**config.mk**
```make
export PLATFORM = sky130hd
export DESIGN_NAME = indexed_array_insert_delete_flat
export DESIGN_NICKNAME = d
export VERILOG_FILES = /design/src/rtl/core/iaid_pkg.sv /design/src/rtl/core/iaid_if.sv /design/src/rtl/core/iaid_datapath.sv /design/src/rtl/core/iaid_ctrl.sv /design/src/rtl/core/indexed_array_insert_delete.sv /design/src/flat_wrapper.sv
export SDC_FILE = /design/constraint.sdc
export NUM_CORES = 2
export LEC_CHECK = 0
export BUFFER_PORTS_ARGS = -buffer_cell sky130_fd_sc_hd__buf_2
export CAP_MARGIN = 20
export CORE_MARGIN = 4
export CORE_UTILIZATION = 40
export CTS_BUF_LIST = sky130_fd_sc_hd__clkbuf_8
export CTS_CLUSTER_DIAMETER = 60
export DETAILED_ROUTE_END_ITERATION = 8
export GPL_TIMING_DRIVEN = 0
export SKIP_LAST_GASP = 1
export SLEW_MARGIN = 20
export SYNTH_ARGS = -nofsm -noshare
export SYNTH_HDL_FRONTEND = slang
export SYNTH_SLANG_ARGS = --single-unit
```
**constraint.sdc**
```tcl
create_clock -name clk -period 18.1 [get_ports clk]
set_clock_uncertainty 0.2 [all_clocks]
set_input_delay 1.81 -clock clk [delete_from_list [all_inputs] [get_ports clk]]
set_output_delay 1.81 -clock clk [all_outputs]
set_load 0.02 [all_outputs]
```
**src/rtl/core/iaid_pkg.sv**
```systemverilog
// Shared types, codes and widths of the indexed array insert/delete block.
// Used by the channel interfaces, the controller, the datapath and the checker.
`default_nettype none

package iaid_pkg;

	localparam int DEPTH_DEF = 16;
	localparam int CMD_W     = 2;
	localparam int POS_W     = 4;
	localparam int DATA_W    = 32;
	localparam int FILL_W    = 5;
	localparam int STAT_W    = 2;

	localparam logic [FILL_W-1:0] CAP_RESET = 5'd16;

	// request command codes
	localparam logic [CMD_W-1:0] CMD_INSERT = 2'd0;
	localparam logic [CMD_W-1:0] CMD_DELETE = 2'd1;
	localparam logic [CMD_W-1:0] CMD_DUMP   = 2'd2;

	// result status codes
	localparam logic [STAT_W-1:0] ST_OK    = 2'd0;
	localparam logic [STAT_W-1:0] ST_RANGE = 2'd1;
	localparam logic [STAT_W-1:0] ST_FULL  = 2'd2;

	// datapath array operations
	typedef logic [1:0] op_t;
	localparam op_t OP_HOLD   = 2'd0;
	localparam op_t OP_INSERT = 2'd1;
	localparam op_t OP_DELETE = 2'd2;
	localparam op_t OP_ROTATE = 2'd3;

	typedef struct packed {
		op_t               op;
		logic              load;
		logic              take_entry;
		logic [STAT_W-1:0] status;
	} dp_cmd_t;

	typedef struct packed {
		logic [FILL_W-1:0] fill;
		logic              ins_bad_pos;
		logic              ins_full;
		logic              del_bad_pos;
	} dp_stat_t;

endpackage

`default_nettype wire

```
**src/rtl/core/iaid_if.sv**
```systemverilog
// Valid/ready channel interfaces for requests and results.
// Depends on iaid_pkg for field widths.
`default_nettype none

interface iaid_req_if;
	logic                                valid;
	logic                                ready;
	logic [iaid_pkg::CMD_W-1:0]          cmd;
	logic [iaid_pkg::POS_W-1:0]          position;
	logic signed [iaid_pkg::DATA_W-1:0]  new_value;

	modport source (output valid, cmd, position, new_value, input ready);
	modport sink (input valid, cmd, position, new_value, output ready);
endinterface

interface iaid_rsp_if;
	logic                                valid;
	logic                                ready;
	logic [iaid_pkg::STAT_W-1:0]         status;
	logic [iaid_pkg::FILL_W-1:0]         fill_after;
	logic signed [iaid_pkg::DATA_W-1:0]  entry_value;
	logic                                last;

	modport source (output valid, status, fill_after, entry_value, last, input ready);
	modport sink (input valid, status, fill_after, entry_value, last, output ready);
endinterface

`default_nettype wire

```
**src/rtl/core/iaid_datapath.sv**
```systemverilog
// Entry register chain, fill count, capacity register and result registers.
// Driven by the controller through iaid_pkg::dp_cmd_t; depends on iaid_pkg.
`default_nettype none

module iaid_datapath #(
	parameter int DEPTH = iaid_pkg::DEPTH_DEF
) (
	input  wire                                clk,
	input  wire                                arst_n,
	input  wire                                cfg_we,
	input  wire [iaid_pkg::FILL_W-1:0]         cfg_wdata,
	input  wire [iaid_pkg::POS_W-1:0]          position,
	input  wire signed [iaid_pkg::DATA_W-1:0]  new_value,
	input  wire iaid_pkg::dp_cmd_t             cmd,
	output iaid_pkg::dp_stat_t                 stat,
	output logic [iaid_pkg::STAT_W-1:0]        status,
	output logic [iaid_pkg::FILL_W-1:0]        fill_after,
	output logic signed [iaid_pkg::DATA_W-1:0] entry_value
);

	localparam int FW = iaid_pkg::FILL_W;
	localparam int CW = ($clog2(DEPTH + 1) > FW) ? $clog2(DEPTH + 1) : FW;

	logic [FW-1:0]                      cap_q;
	logic [FW-1:0]                      fill_q;
	logic [FW-1:0]                      fill_nxt;
	logic [FW-1:0]                      cap_eff;
	logic [CW-1:0]                      fill_ext;
	logic [CW-1:0]                      pos_ext;
	logic signed [iaid_pkg::DATA_W-1:0] ent_q    [DEPTH];
	logic signed [iaid_pkg::DATA_W-1:0] ent_prev [DEPTH];
	logic signed [iaid_pkg::DATA_W-1:0] ent_next [DEPTH];
	logic [iaid_pkg::STAT_W-1:0]        status_q;
	logic [FW-1:0]                      fill_out_q;
	logic signed [iaid_pkg::DATA_W-1:0] value_q;

	assign fill_ext = CW'(fill_q);
	assign pos_ext  = CW'(position);

	always_comb begin
		if (CW'(cap_q) < CW'(DEPTH)) begin
			cap_eff = cap_q;
		end else begin
			cap_eff = FW'(DEPTH);
		end
	end

	always_comb begin
		stat.fill        = fill_q;
		stat.ins_bad_pos = pos_ext > fill_ext;
		stat.ins_full    = fill_q >= cap_eff;
		stat.del_bad_pos = pos_ext >= fill_ext;
	end

	always_comb begin
		case (cmd.op)
			iaid_pkg::OP_INSERT: fill_nxt = fill_q + 1'b1;
			iaid_pkg::OP_DELETE: fill_nxt = fill_q - 1'b1;
			default:             fill_nxt = fill_q;
		endcase
	end

	always_ff @(posedge clk or negedge arst_n) begin
		if (!arst_n) begin
			cap_q  <= iaid_pkg::CAP_RESET;
			fill_q <= '0;
		end else begin
			if (cfg_we) begin
				cap_q <= cfg_wdata;
			end
			fill_q <= fill_nxt;
		end
	end

	genvar gi;
	generate
		for (gi = 0; gi < DEPTH; gi++) begin : g_ent
			if (gi == 0) begin : g_first
				assign ent_prev[gi] = '0;
			end else begin : g_mid
				assign ent_prev[gi] = ent_q[gi-1];
			end
			if (gi == DEPTH - 1) begin : g_top
				assign ent_next[gi] = '0;
			end else begin : g_low
				assign ent_next[gi] = ent_q[gi+1];
			end

			// all moving entries shift in the same cycle: insert shifts up, delete and
			// dump rotation shift down
			always_ff @(posedge clk) begin
				case (cmd.op)
					iaid_pkg::OP_INSERT: begin
						if (CW'(gi) == pos_ext) begin
							ent_q[gi] <= new_value;
						end else if (CW'(gi) > pos_ext && CW'(gi) <= fill_ext) begin
							ent_q[gi] <= ent_prev[gi];
						end
					end
					iaid_pkg::OP_DELETE: begin
						if (CW'(gi) >= pos_ext && CW'(gi + 1) < fill_ext) begin
							ent_q[gi] <= ent_next[gi];
						end
					end
					iaid_pkg::OP_ROTATE: begin
						// wrap the head to the top of the filled part
						if (CW'(gi + 1) < fill_ext) begin
							ent_q[gi] <= ent_next[gi];
						end else if (CW'(gi + 1) == fill_ext) begin
							ent_q[gi] <= ent_q[0];
						end
					end
					default: begin
					end
				endcase
			end
		end
	endgenerate

	always_ff @(posedge clk) begin
		if (cmd.load) begin
			status_q   <= cmd.status;
			fill_out_q <= fill_nxt;
			value_q    <= cmd.take_entry ? ent_q[0] : '0;
		end
	end

	assign status      = status_q;
	assign fill_after  = fill_out_q;
	assign entry_value = value_q;

endmodule

`default_nettype wire

```
**src/rtl/core/iaid_ctrl.sv**
```systemverilog
// Request/result controller: decodes requests, sequences dumps, owns valid/ready.
// Commands the datapath through iaid_pkg::dp_cmd_t; depends on iaid_pkg.
`default_nettype none

module iaid_ctrl (
	input  wire                         clk,
	input  wire                         arst_n,
	input  wire                         req_valid,
	output logic                        req_ready,
	input  wire [iaid_pkg::CMD_W-1:0]   req_cmd,
	output logic                        rsp_valid,
	input  wire                         rsp_ready,
	output logic                        rsp_last,
	input  wire iaid_pkg::dp_stat_t     stat,
	output iaid_pkg::dp_cmd_t           cmd
);

	localparam logic S_IDLE = 1'b0;
	localparam logic S_BUSY = 1'b1;

	logic                        state_q;
	logic                        state_d;
	logic                        last_q;
	logic                        last_d;
	logic [iaid_pkg::FILL_W-1:0] rem_q;
	logic [iaid_pkg::FILL_W-1:0] rem_d;
	logic                        accept;
	logic                        rsp_take;

	assign rsp_valid = (state_q == S_BUSY);
	assign rsp_last  = last_q;
	assign rsp_take  = rsp_valid && rsp_ready;
	assign req_ready = (state_q == S_IDLE) || (rsp_take && last_q);
	assign accept    = req_valid && req_ready;

	always_comb begin
		cmd.op         = iaid_pkg::OP_HOLD;
		cmd.load       = 1'b0;
		cmd.take_entry = 1'b0;
		cmd.status     = iaid_pkg::ST_OK;
		last_d         = last_q;
		rem_d          = rem_q;
		state_d        = state_q;
		if (accept) begin
			cmd.load = 1'b1;
			last_d   = 1'b1;
			state_d  = S_BUSY;
			case (req_cmd)
				iaid_pkg::CMD_INSERT: begin
					if (stat.ins_bad_pos) begin
						cmd.status = iaid_pkg::ST_RANGE;
					end else if (stat.ins_full) begin
						cmd.status = iaid_pkg::ST_FULL;
					end else begin
						cmd.op = iaid_pkg::OP_INSERT;
					end
				end
				iaid_pkg::CMD_DELETE: begin
					if (stat.del_bad_pos) begin
						cmd.status = iaid_pkg::ST_RANGE;
					end else begin
						cmd.op = iaid_pkg::OP_DELETE;
					end
				end
				iaid_pkg::CMD_DUMP: begin
					// emit the head and rotate; after fill rotations the array is restored
					if (stat.fill != '0) begin
						cmd.op         = iaid_pkg::OP_ROTATE;
						cmd.take_entry = 1'b1;
						rem_d          = stat.fill - 1'b1;
						last_d         = (stat.fill == iaid_pkg::FILL_W'(1));
					end
				end
				default: begin
				end
			endcase
		end else if (rsp_take) begin
			if (last_q) begin
				state_d = S_IDLE;
			end else begin
				cmd.op         = iaid_pkg::OP_ROTATE;
				cmd.load       = 1'b1;
				cmd.take_entry = 1'b1;
				rem_d          = rem_q - 1'b1;
				last_d         = (rem_q == iaid_pkg::FILL_W'(1));
			end
		end
	end

	always_ff @(posedge clk or negedge arst_n) begin
		if (!arst_n) begin
			state_q <= S_IDLE;
			last_q  <= 1'b1;
			rem_q   <= '0;
		end else begin
			state_q <= state_d;
			last_q  <= last_d;
			rem_q   <= rem_d;
		end
	end

endmodule

`default_nettype wire

```
**src/rtl/core/indexed_array_insert_delete.sv**
```systemverilog
// Top level of the indexed array insert/delete block.
// Depends on iaid_pkg, iaid_if, iaid_ctrl and iaid_datapath.
`default_nettype none

// Holds up to DEPTH signed 32-bit words in a register chain plus a fill count.
// Insert and delete shift every later entry in the same cycle, so each such
// request gives its single result the cycle after it is accepted, and a new
// request is taken in the same cycle the final result of the previous one is
// taken: one request per cycle when the result side does not stall. A dump
// gives one result per cycle unless stalled, fill count results in all (one
// when empty); it reads the chain head and rotates the filled part by one per
// result, leaving the array unchanged. Write the capacity only while idle.
module indexed_array_insert_delete #(
	parameter int DEPTH = iaid_pkg::DEPTH_DEF
) (
	input  wire                         clk,
	input  wire                         arst_n,
	iaid_req_if.sink                    req,
	iaid_rsp_if.source                  rsp,
	input  wire                         cfg_we,
	input  wire [iaid_pkg::FILL_W-1:0]  cfg_wdata
);

	iaid_pkg::dp_cmd_t  dp_cmd;
	iaid_pkg::dp_stat_t dp_stat;

	iaid_ctrl u_ctrl (
		.clk       (clk),
		.arst_n    (arst_n),
		.req_valid (req.valid),
		.req_ready (req.ready),
		.req_cmd   (req.cmd),
		.rsp_valid (rsp.valid),
		.rsp_ready (rsp.ready),
		.rsp_last  (rsp.last),
		.stat      (dp_stat),
		.cmd       (dp_cmd)
	);

	iaid_datapath #(
		.DEPTH (DEPTH)
	) u_dp (
		.clk         (clk),
		.arst_n      (arst_n),
		.cfg_we      (cfg_we),
		.cfg_wdata   (cfg_wdata),
		.position    (req.position),
		.new_value   (req.new_value),
		.cmd         (dp_cmd),
		.stat        (dp_stat),
		.status      (rsp.status),
		.fill_after  (rsp.fill_after),
		.entry_value (rsp.entry_value)
	);

endmodule

`default_nettype wire

```
**src/flat_wrapper.sv**
```systemverilog
// flat-port wrapper written by rule: the top's interface ports become plain ports
module indexed_array_insert_delete_flat 
#(
	parameter int DEPTH = iaid_pkg::DEPTH_DEF
)
  (clk, arst_n, cfg_we, cfg_wdata, req_valid, req_cmd, req_position, req_new_value, req_ready, rsp_valid, rsp_status, rsp_fill_after, rsp_entry_value, rsp_last, rsp_ready);
  iaid_req_if req_i ();
  iaid_rsp_if rsp_i ();
  input  wire clk;
  input  wire arst_n;
  input  wire cfg_we;
  input  wire [iaid_pkg::FILL_W-1:0] cfg_wdata;
  input wire logic [$bits(req_i.valid)-1:0] req_valid;
  input wire logic [$bits(req_i.cmd)-1:0] req_cmd;
  input wire logic [$bits(req_i.position)-1:0] req_position;
  input wire logic [$bits(req_i.new_value)-1:0] req_new_value;
  output wire logic [$bits(req_i.ready)-1:0] req_ready;
  output wire logic [$bits(rsp_i.valid)-1:0] rsp_valid;
  output wire logic [$bits(rsp_i.status)-1:0] rsp_status;
  output wire logic [$bits(rsp_i.fill_after)-1:0] rsp_fill_after;
  output wire logic [$bits(rsp_i.entry_value)-1:0] rsp_entry_value;
  output wire logic [$bits(rsp_i.last)-1:0] rsp_last;
  input wire logic [$bits(rsp_i.ready)-1:0] rsp_ready;
  assign req_i.valid = req_valid;
  assign req_i.cmd = req_cmd;
  assign req_i.position = req_position;
  assign req_i.new_value = req_new_value;
  assign req_ready = req_i.ready;
  assign rsp_valid = rsp_i.valid;
  assign rsp_status = rsp_i.status;
  assign rsp_fill_after = rsp_i.fill_after;
  assign rsp_entry_value = rsp_i.entry_value;
  assign rsp_last = rsp_i.last;
  assign rsp_i.ready = rsp_ready;
  indexed_array_insert_delete #(.DEPTH(DEPTH)) u_core (.clk(clk), .arst_n(arst_n), .req(req_i), .rsp(rsp_i), .cfg_we(cfg_we), .cfg_wdata(cfg_wdata));
endmodule
```
==> flow_metrics.tcl <==
set metrics [dict create \
    status "finished clean" \
    power_leakage_nw 13.3 \
    path_cells "buf_4, buf_2, inv_1, ha_1, or4b_4, a41oi_4, buf_4, inv_1, a31o_1, ha_1, clkbuf_1, nor2b_1, clkbuf_1, o22ai_1, and2_1, clkbuf_1, buf_2, nand2_2, buf_16" \
    cts_max_level 3 \
    critPathBufInv 10 \
    antenna_found_initial 12 \
    grt_pass1_wl_mm 219 \
    cts_tree "yes" \
    wire_per_inst_um 33.9 \
    criticalPathCategory "reg -> reg" \
    die-area_um2 89600 \
    ioPinCount 90 \
    hold_path_class "reg -> reg" \
    post_cts_buffers 0 \
    drt-initial-drc-count 5441 \
    crit_fanout 21 \
    drc 0 \
    synth_edf_count 551 \
    avgSynthCellArea_um2 10.6 \
    cp_num_cells 19 \
    cts-resized-gates 0 \
    finalNetCount 3460 \
    synth_area_leaders "edfxtp_1 49%, mux2i_1 8.3%, nand2_1 4.6%, a221o_1 2.9%, clkbuf_1 2.6%" \
    synth_seq_cells 568 \
    endpoint "u_core.u_dp.ent_q[0][237]$_DFFE_PP_" \
    synth_cell_types 89 \
    start_util 0.404 \
    peakVddDrop_v 0.0000544 \
    fin_util 0.455 \
    finalSetupTns_ns 0 \
    critPathLaunchType "register" \
    grt_util_all_layers 0.337 \
    cap_violations 0 \
    first_pass_iters 9 \
    hold_ws_ns 0.296 \
    drive_gt1_frac 0.144 \
    synth_area_um2 34000 \
    hold_viol 0 \
    drv_slew 0 \
    insertion_delay_ns 0.75 \
    clock_sinks 568 \
    crit_path_max_incr_delay_ns 1.06 \
    powerDensity_nw_per_um2 106 \
    vias 31643 \
    gp_congestion 0.993 \
    cp_top_family "buffers and inverters" \
    worst_ep_required_time_ns 18.38 \
    reg2reg_depth 19 \
    dp_hpwl_mm 107 \
    fin_crit_ns 7.75 \
    synth_top_area_cell "edfxtp_1" \
    worstPathArrival_ns 8.03 \
    syn2layout_area_growth_pct 12.6 \
    cts-root-buf "clkbuf_8" \
    core_um2 84000 \
    cts_inserted_buffers 101 \
    crit_path_frequent_cell "clkbuf_1" \
    finalPower_mw 4.06 \
    synthArstFlopShare 0.0299 \
    netlist.area_leader.share 0.487 \
    layout_setup_ws_ns 10.35 \
    portBuffers 57 \
    yosys_warnings 0 \
    fp-row-count 106 \
    synth.net_count 3273 \
    crit_slowest_cell "o22ai_1" \
    rsz0062_at_grt "false" \
    slew_headroom 0.114 \
    worstMarginPinSlew_ns 1.32 \
    syn_inst 3206 \
    finalSetupViolations 0 \
    via_per_inst 6.84 \
    clock.fmax_mhz 129 \
    cts.clk_slew.worst_paths_ns 0.06 \
    worst_setup_path_end_kind "register" \
    grt_max_degree 40 \
    r2r-start "u_core.u_dp.fill_ext[0]$_DFF_PN0_" \
    period_share 0.428 \
    drt_wl_total_mm 157 \
    r2r-end "u_core.u_dp.ent_q[0][237]$_DFFE_PP_" \
    cts_hold_buffers 0 \
    seq_area_frac_synth 0.500 \
    antenna_left 0 \
    crit_start "u_core.u_dp.fill_ext[0]$_DFF_PN0_" \
    grt_pass1_vias 29998 \
    ys.flop_type "edfxtp_1" \
    clock_path_buffers 3 \
    pre_cts_ws_ns 10.17 \
    die_w_um 299 \
    die_y_um 299 \
    overflow 0 \
    ff2ff_setup_slack_ns 10.35 \
]
## layout by cell type, fill, tap and decap left out, types with 32 or more instances in the layout
cell,instances
a22oi_1,97
and2_1,67
a31oi_1,131
mux2_2,38
o21ai_1,107
clkbuf_8,103
a21oi_1,85
nand2_1,410
o22ai_1,132
o211ai_1,38
o21ai_0,101
nor2_1,57
o32ai_1,32
o221a_2,33
clkbuf_1,234
a32oi_1,35
nand4b_1,35
nor2b_1,71
mux2i_1,283
edfxtp_1,551
o31ai_1,101
o221ai_1,32
inv_1,114
a221o_1,97
buf_2,175
## worst min-delay path by stage
stage	to	start	depth (start not counted)	slack [ns]
2_1_floorplan	u_core.u_ctrl.rem_q[1]$_DFFE_PN0P_	u_core.u_ctrl.rem_q[1]$_DFFE_PN0P_	2	0.26
3_3_place_gp	u_core.u_ctrl.rem_q[1]$_DFFE_PN0P_	u_core.u_ctrl.rem_q[1]$_DFFE_PN0P_	2	0.28
3_5_place_dp	u_core.u_ctrl.rem_q[1]$_DFFE_PN0P_	u_core.u_ctrl.rem_q[1]$_DFFE_PN0P_	2	0.29
4_1_cts	u_core.u_ctrl.rem_q[1]$_DFFE_PN0P_	u_core.u_ctrl.rem_q[1]$_DFFE_PN0P_	2	0.30
5_1_grt	u_core.u_dp.cap_q[0]$_DFFE_PN0P_	u_core.u_dp.cap_q[0]$_DFFE_PN0P_	1	0.32
6_report	u_core.u_ctrl.rem_q[1]$_DFFE_PN0P_	u_core.u_ctrl.rem_q[1]$_DFFE_PN0P_	2	0.30
## registers in the layout, indices dropped and copies added (netlist names)
name / cells
u_core.u_dp.cap_q: 5
u_core.u_dp.ent_q: 512
u_core.u_ctrl.rsp_valid: 1
u_core.u_ctrl.rsp_last: 1
u_core.u_dp.fill_ext: 5
u_core.u_dp.entry_value: 32
u_core.u_dp.status: 2
u_core.u_ctrl.rem_q: 5
u_core.u_dp.fill_after: 5
## logic make-up (layout without fill, tap and decap cells)
family	count (synthesis)	count (layout)	synth area share
AO/OA/AOI/OAI	1096	1096	0.231
AND/OR/NAND/NOR	716	716	0.102
flip-flops	568	568	0.500
buffers and inverters	484	757	0.0636
multiplexers	321	321	0.0960
adder cells (fa/ha/maj)	19	19	0.00700
XOR/XNOR	2	2	0.000516
other	0	12	0
## report_power, final
part / total, mW / leakage [nW] / internal, mW / switching (mW)
Combinational: 1.26 / 6.97 / 0.352 / 0.907
Clock: 1.16 / 1.08 / 0.547 / 0.616
Sequential: 1.64 / 5.20 / 1.58 / 0.0574
## tightest hold or removal path: stages (launching register included)
cell and delay (ns):
dfrtp_1 0.35, nand2_1 0.05, o21ai_0 0.06
## per-layer routing
layer	wire, µm	track usage	up-vias
met2	64400	0.484	2653
met5	0	0	-
li1	-	-	12860
met4	12000	0.209	0
met1	58800	0.442	15474
met3	21300	0.104	656
## synth_stat cells (32+ instances only)
cell type	instances
a21oi_1	86
a221o_1	97
a22oi_1	97
a31oi_1	131
a32oi_1	36
and2_1	67
buf_2	118
clkbuf_1	239
edfxtp_1	551
inv_1	79
mux2_2	38
mux2i_1	283
nand2_1	415
nand4b_1	35
nor2_1	57
nor2b_1	71
o211ai_1	38
o21ai_0	104
o21ai_1	108
o221a_2	33
o221ai_1	32
o22ai_1	132
o31ai_1	103
o32ai_1	32
## stage by stage
step | cells | area [µm²]
after CTS | 4610 | 38200
after floorplan | 3206 | 34000
after global placement | 4397 | 35700
after global routing | 4619 | 38200
final | 4625 | 38200
after detailed placement | 4421 | 36300
## layout make-up
cell class                 instances  area (µm²)
buffer                           405        1870
antenna                           12        30.0
sequential                       568       17000
multi-input combinational       2154       15000
tap                             1134        1420
clock inverter                    86         417
fill                            8060       45700
clock buffer                     103        1420
inverter                          79         297
timing repair buffer              84         833
No activity file was read; power rests on OpenSTA's default activity.
